<file path="src/rtl/assert_macros.svh">
// Assertion helpers shared by the RTL
`ifndef ASSERT_MACROS_SVH
`define ASSERT_MACROS_SVH

// When cond holds at a clock edge, prop must hold at the same edge
`define ASSERT_IMPLY(label, clk, rst_n, cond, prop) \
  label: assert property (@(posedge clk) disable iff (!rst_n) (cond) |-> (prop)) \
    else $error("assertion failed");

// expr must hold at every clock edge outside reset
`define ASSERT_ALWAYS(label, clk, rst_n, expr) \
  label: assert property (@(posedge clk) disable iff (!rst_n) (expr)) \
    else $error("assertion failed");

`endif

</file>
<file path="src/rtl/hslp_pkg.sv">
`default_nettype none

package hslp_pkg;

  // table geometry (SLOTS is a power of two)
  localparam int SLOTS      = 256;
  localparam int SLOT_BITS  = $clog2(SLOTS);
  localparam int KEY_BITS   = 32;
  localparam int COUNT_BITS = SLOT_BITS + 1;

  // multiplicative hash constant, split in halves
  localparam logic [31:0] HASH_MUL_HI = 32'h9E37_79B9;
  localparam logic [31:0] HASH_MUL_LO = 32'h7F4A_7C15;

  typedef logic [1:0] slot_status_t;

  localparam slot_status_t ST_FREE = 2'd0;
  localparam slot_status_t ST_USED = 2'd1;
  localparam slot_status_t ST_DEAD = 2'd2;

  // request kinds
  localparam logic [1:0] KIND_INSERT = 2'd0;
  localparam logic [1:0] KIND_QUERY  = 2'd1;
  localparam logic [1:0] KIND_DELETE = 2'd2;
  localparam logic [1:0] KIND_CLEAR  = 2'd3;

  typedef struct packed {
    slot_status_t          status;
    logic [KEY_BITS-1:0]   key;
  } slot_entry_t;

  localparam int ENTRY_BITS = $bits(slot_entry_t);

endpackage

`default_nettype wire

</file>
<file path="src/rtl/hslp_hash.sv">
`default_nettype none

module hslp_hash (
  input  wire logic                           clk,
  input  wire logic                           load,
  input  wire logic [hslp_pkg::KEY_BITS-1:0]  key,
  output logic      [hslp_pkg::SLOT_BITS-1:0] start
);

  logic [63:0] prod_lo_r;
  logic [31:0] prod_hi_r;
  logic [63:0] prod_lo_nxt;
  logic [31:0] prod_hi_nxt;
  logic [31:0] hash_top;

  // two 32x32 partial products of the 64-bit hash
  assign prod_lo_nxt = 64'(key) * 64'(hslp_pkg::HASH_MUL_LO);
  assign prod_hi_nxt = 32'(64'(key) * 64'(hslp_pkg::HASH_MUL_HI));

  always_ff @(posedge clk) begin
    if (load) begin
      prod_lo_r <= prod_lo_nxt;
      prod_hi_r <= prod_hi_nxt;
    end
  end

  // upper word of the hash; its top bits pick the start slot
  assign hash_top = prod_lo_r[63:32] + prod_hi_r;
  assign start    = hash_top[31 -: hslp_pkg::SLOT_BITS];

endmodule

`default_nettype wire

</file>
<file path="config.mk">
export PLATFORM = sky130hd
export DESIGN_NAME = hslp_hash
export DESIGN_NICKNAME = d
export VERILOG_FILES = /design/src/rtl/assert_macros.svh /design/src/rtl/hslp_pkg.sv /design/src/rtl/hslp_hash.sv
export SDC_FILE = /design/constraint.sdc
export NUM_CORES = 2
export LEC_CHECK = 0
export ABC_AREA = 1
export ABC_CLOCK_PERIOD_IN_PS = 7400
export BUFFER_PORTS_ARGS = -buffer_cell sky130_fd_sc_hd__buf_2
export CAP_MARGIN = 20
export CORE_ASPECT_RATIO = 0.5
export CORE_UTILIZATION = 65
export CTS_BUF_LIST = sky130_fd_sc_hd__clkbuf_4 sky130_fd_sc_hd__clkbuf_8 sky130_fd_sc_hd__clkbuf_16
export DETAILED_ROUTE_END_ITERATION = 8
export PLACE_DENSITY = 0.82
export SLEW_MARGIN = 20
export SYNTH_ARGS = -nofsm -noshare
export SYNTH_HDL_FRONTEND = slang
export SYNTH_SLANG_ARGS = --single-unit
</file>
<file path="constraint.sdc">
create_clock -name clk -period 7.4 [get_ports clk]
set_input_delay 1.11 -clock clk [delete_from_list [all_inputs] [get_ports clk]]
set_output_delay 1.11 -clock clk [all_outputs]
set_load 0.02 [all_outputs]
</file>
* Word-level counts from Yosys, hierarchy flattened
Index checks and enable logic that the tools add are counted.
** Word-level totals
- Bits in writable memories :: 0
- Memory bits (read-only) :: 0
- Word-level logic and storage cells :: 5
- Bits of input ports :: 34
- Register bits :: 95
- Bits in latches :: 0
- Memories :: 0
** Operators by class
- Reduce and logical (&&, ||, !) cells :: 0
- $lt $le $gt $ge :: 0
- Multiply operators :: 2
- Shift operators :: 0
- Divide/modulo/power cells :: 0
- Add/sub/neg operators :: 1
- Equal/unequal tests :: 0
- Multiplexer cells :: 0
- Bitwise gates (word level) :: 0
** Operator list (count)
- multiplier 32 x 31 -> 63 bit, second input constant :: 1
- adder 31 x 32 -> 32 bit :: 1
- multiplier 32 x 32 -> 32 bit, second input constant :: 1

* Logic depth before layout (Yosys ltp)
- Depth in word-level cells :: 1
- Depth in mapped cells :: 29
- Gate-level depth less buffers :: 29

* Worst setup path after synthesis
No wires, ideal clock.
- Path kind :: input to register
- Start point :: in key[6] (netlist name)
- End point :: reg prod_lo_r[57] (data pin)
- Arrival time :: 6.459 ns
- Slack :: 0.689 ns
- Required time :: 7.148 ns
- Stages on the path :: 21
- Cell sequence :: inv_1 -> fa_1 -> inv_1 -> fa_1 -> fa_1 -> fa_1 -> fa_1 -> fa_1 -> fa_1 -> inv_1 -> fa_1 -> inv_1 -> ha_1 -> a21oi_1 -> o21ai_0 -> a21oi_1 -> o21ai_0 -> a21oi_1 -> nand2_1 -> nand2_1 -> nand2_1
** On the way
- Word-level cells in the longest chain between the ends :: 1
** Ends and longest elaborated chain
- start: declaration :: line hslp_hash.sv:6 : input wire logic [hslp_pkg::KEY_BITS-1:0] key,
- multiplier 32 x 31 -> 63 bit :: line hslp_hash.sv:17 : assign prod_lo_nxt = 64'(key) * 64'(hslp_pkg::HASH_MUL_LO);
- via prod_lo_nxt[57] :: line hslp_hash.sv:12 : logic [63:0] prod_lo_nxt;
- end signal: assignment :: line hslp_hash.sv:22 : prod_lo_r <= prod_lo_nxt;
- end: declaration :: line hslp_hash.sv:10 : logic [63:0] prod_lo_r;
The timed path passes the listed nets, and every way through them passes these cells.
A chain may end at the register's enable or synchronous reset.

* Worst setup path after layout
- Start point :: in key[22] (netlist name)
- End point :: reg prod_lo_r[62] (data pin)
Same word-level chain as after synthesis.

==> flow_metrics.tcl <==
set metrics [dict create \
    post-synth-top-area-cell "fa_1" \
    finalSetupViolations 0 \
    failed_checks "DRC" \
    drt_first_pass_iters 8 \
    synth.top_cell.area_share_pct 40.75 \
    dr_total_vias 25060 \
    rsz0062_at_grt "false" \
    yosysWarnings 0 \
    die_x_um 303.2 \
    core.rowCount 54 \
    initial_core_util_pct 66.81 \
    crit_arrival_ps 7460 \
    drt_iter0_markers 2920 \
    synth_area_um2 29470 \
    synth-main-ff-cell "edfxtp_1" \
    crit_fanout 8 \
    timing.hold.ws_ps 1261 \
    grt_pass1_wl_um 161600 \
    cp_data_required_time_ps 7500 \
    hp-class "input pin to flip-flop" \
    port_buffers 41 \
    cts-root-to-sink-buffers 2 \
    synth_edf_count 63 \
    postRouteAntennaNets 0 \
    worst_pin_slew_ps 1019 \
    antenna_found_initial 3 \
    hold_violations 0 \
    numCtsBuffers 9 \
    post_cts_buffers 0 \
    htreeDepth 3 \
    period_share_pct 99.48 \
    cts_tree "done" \
    cts_sinks 63 \
    cp-end-kind "flip-flop" \
    place_congestion 1.114 \
    wl_per_cell_um 26.63 \
    drive_gt1_share_pct 10.90 \
    synthTopCellsByArea "fa_1 41%, ha_1 22%, inv_1 12%" \
    die_h_um 152.6 \
    yosysSeqAreaShare_pct 6.418 \
    drc 1 \
    slew_violations 0 \
    fin_tns_setup_ps 0 \
    startpoint_type "input pin" \
    yosysMostFrequentCell "inv_1" \
    syn2layout_area_growth_pct 11.21 \
    critPathKind "input pin to flip-flop" \
    ys_types 43 \
    outcome "finished with violations" \
    synthArstFlopShare_pct 0 \
    cts.hold.buffers_added 0 \
    yosys-top-cells-count "980 x inv_1, 600 x fa_1, 512 x ha_1" \
    core_area_um2 44120 \
    syn_nets 4420 \
    fin_nets 4737 \
    dp_hpwl_um 101300 \
    grt_max_degree 64 \
    ys_ff_latch 63 \
    max_cap_viol_count 0 \
    grt_pass1_vias 25770 \
    clkTransAtPathRegs_ps 60 \
    relSlewSlack_pct 32.09 \
    dieArea_um2 46250 \
    grt_usage_pct 49.77 \
    cts-root-buf "clkbuf_16" \
    ioPinCount 42 \
    routed_via_density 5.988 \
    finalWirelength_um 111500 \
    fmax_ghz 0.1358 \
    synth.avg_cell_area_um2 9.003 \
    synthCells 3274 \
    layout_min_cycle_time_ps 7361 \
    grt_overflow_total 0 \
    final.fill_count 3222 \
]
## kinds of logic after synthesis
logic type	Yosys count	synth area share (%)
fa+ha+maj	1112	62.49
buf+inv	992	12.64
simple gates	746	10.87
compound gates	305	5.922
flops	63	6.418
xor+xnor	56	1.664
## cell usage in the layout, fill, tap and decap left out, types with 4 or more instances in the layout
master | Yosys | layout
a211oi_1 | 6 | 6
a21o_1 | 13 | 13
a21oi_1 | 139 | 138
a31oi_1 | 13 | 13
buf_2 | 0 | 39
buf_4 | 0 | 262
clkbuf_16 | 0 | 9
edfxtp_1 | 63 | 63
fa_1 | 600 | 598
ha_1 | 512 | 512
inv_1 | 980 | 980
inv_2 | 11 | 11
inv_6 | 0 | 4
nand2_1 | 390 | 390
nand2_2 | 11 | 11
nand3_1 | 90 | 89
nand3b_1 | 7 | 7
nand4_1 | 13 | 13
nor2_1 | 169 | 167
nor2_2 | 16 | 18
nor2_4 | 4 | 4
nor3_1 | 29 | 29
nor3_2 | 6 | 6
o211ai_1 | 9 | 9
o21a_1 | 6 | 6
o21ai_0 | 73 | 70
o21ai_1 | 9 | 12
o21bai_1 | 22 | 22
xnor2_1 | 21 | 21
xor2_1 | 35 | 35
## cell type report
cell class              instances  area (um2)  share of cell area, %
multi-input cells            2219       23880                  72.86
inverters                     992        3725                  11.36
repair buffers                306        2237                  6.825
flip-flops and latches         63        1892                  5.772
well taps                     588       735.7                  2.245
clock buffers                   9       225.2                 0.6871
clock inverters                 7       77.57                 0.2367
diodes                          2       5.005                0.01527
## timing repair
item,in CTS,in global routing
endpoints found under the setup margin,1,10
gates cloned,0,0
pin swaps,0,1
resized for setup,1,12
## path summary, 6_finish.rpt
check    start             to  cells after the start
max    key[22]  prod_lo_r[62]                     23
min     key[2]   prod_hi_r[2]                      2
## layer usage
metal  vias to the layer above  share of wire (%)  track usage (%)
met4                         2                4.8            19.00
met2                      1822                 38            64.70
met3                       367                 18            28.49
met5                         -              0.045           0.9317
li1                      10640                  -                -
met1                     12230                 40            67.70
## sequential cells by signal, summed over array words and instances (netlist names)
register,count
prod_hi_r,32
prod_lo_r,31
## worst max-delay path, stage by stage
cell     delay (ps)
buf_2           120
buf_4           200
fa_1            530
buf_4           180
fa_1            490
inv_1            50
fa_1            500
fa_1            470
fa_1            560
inv_1           130
ha_1            240
ha_1            290
ha_1            320
ha_1            550
nand2_1         180
nor2_1          120
inv_1           160
o21ai_0         670
nand2_1         110
nand2_1         180
nor2_1           90
nand3_1          80
nand2_1         110
## per-stage QoR
stage          utilization, %  instance area (um2)  std cells  setup WS [ps]
2_1_floorplan               -                29470       3274          688.7
3_3_place_gp            73.53                32440       4168         -348.5
3_5_place_dp            73.53                32440       4168         -380.9
4_1_cts                 74.22                32750       4184          111.1
5_1_grt                 74.28                32770       4184          2.652
6_report                74.29                32780       4186          38.69
Power is not shown: default switching activity piles up to over one toggle a cycle in this logic, so the estimate is an artifact.
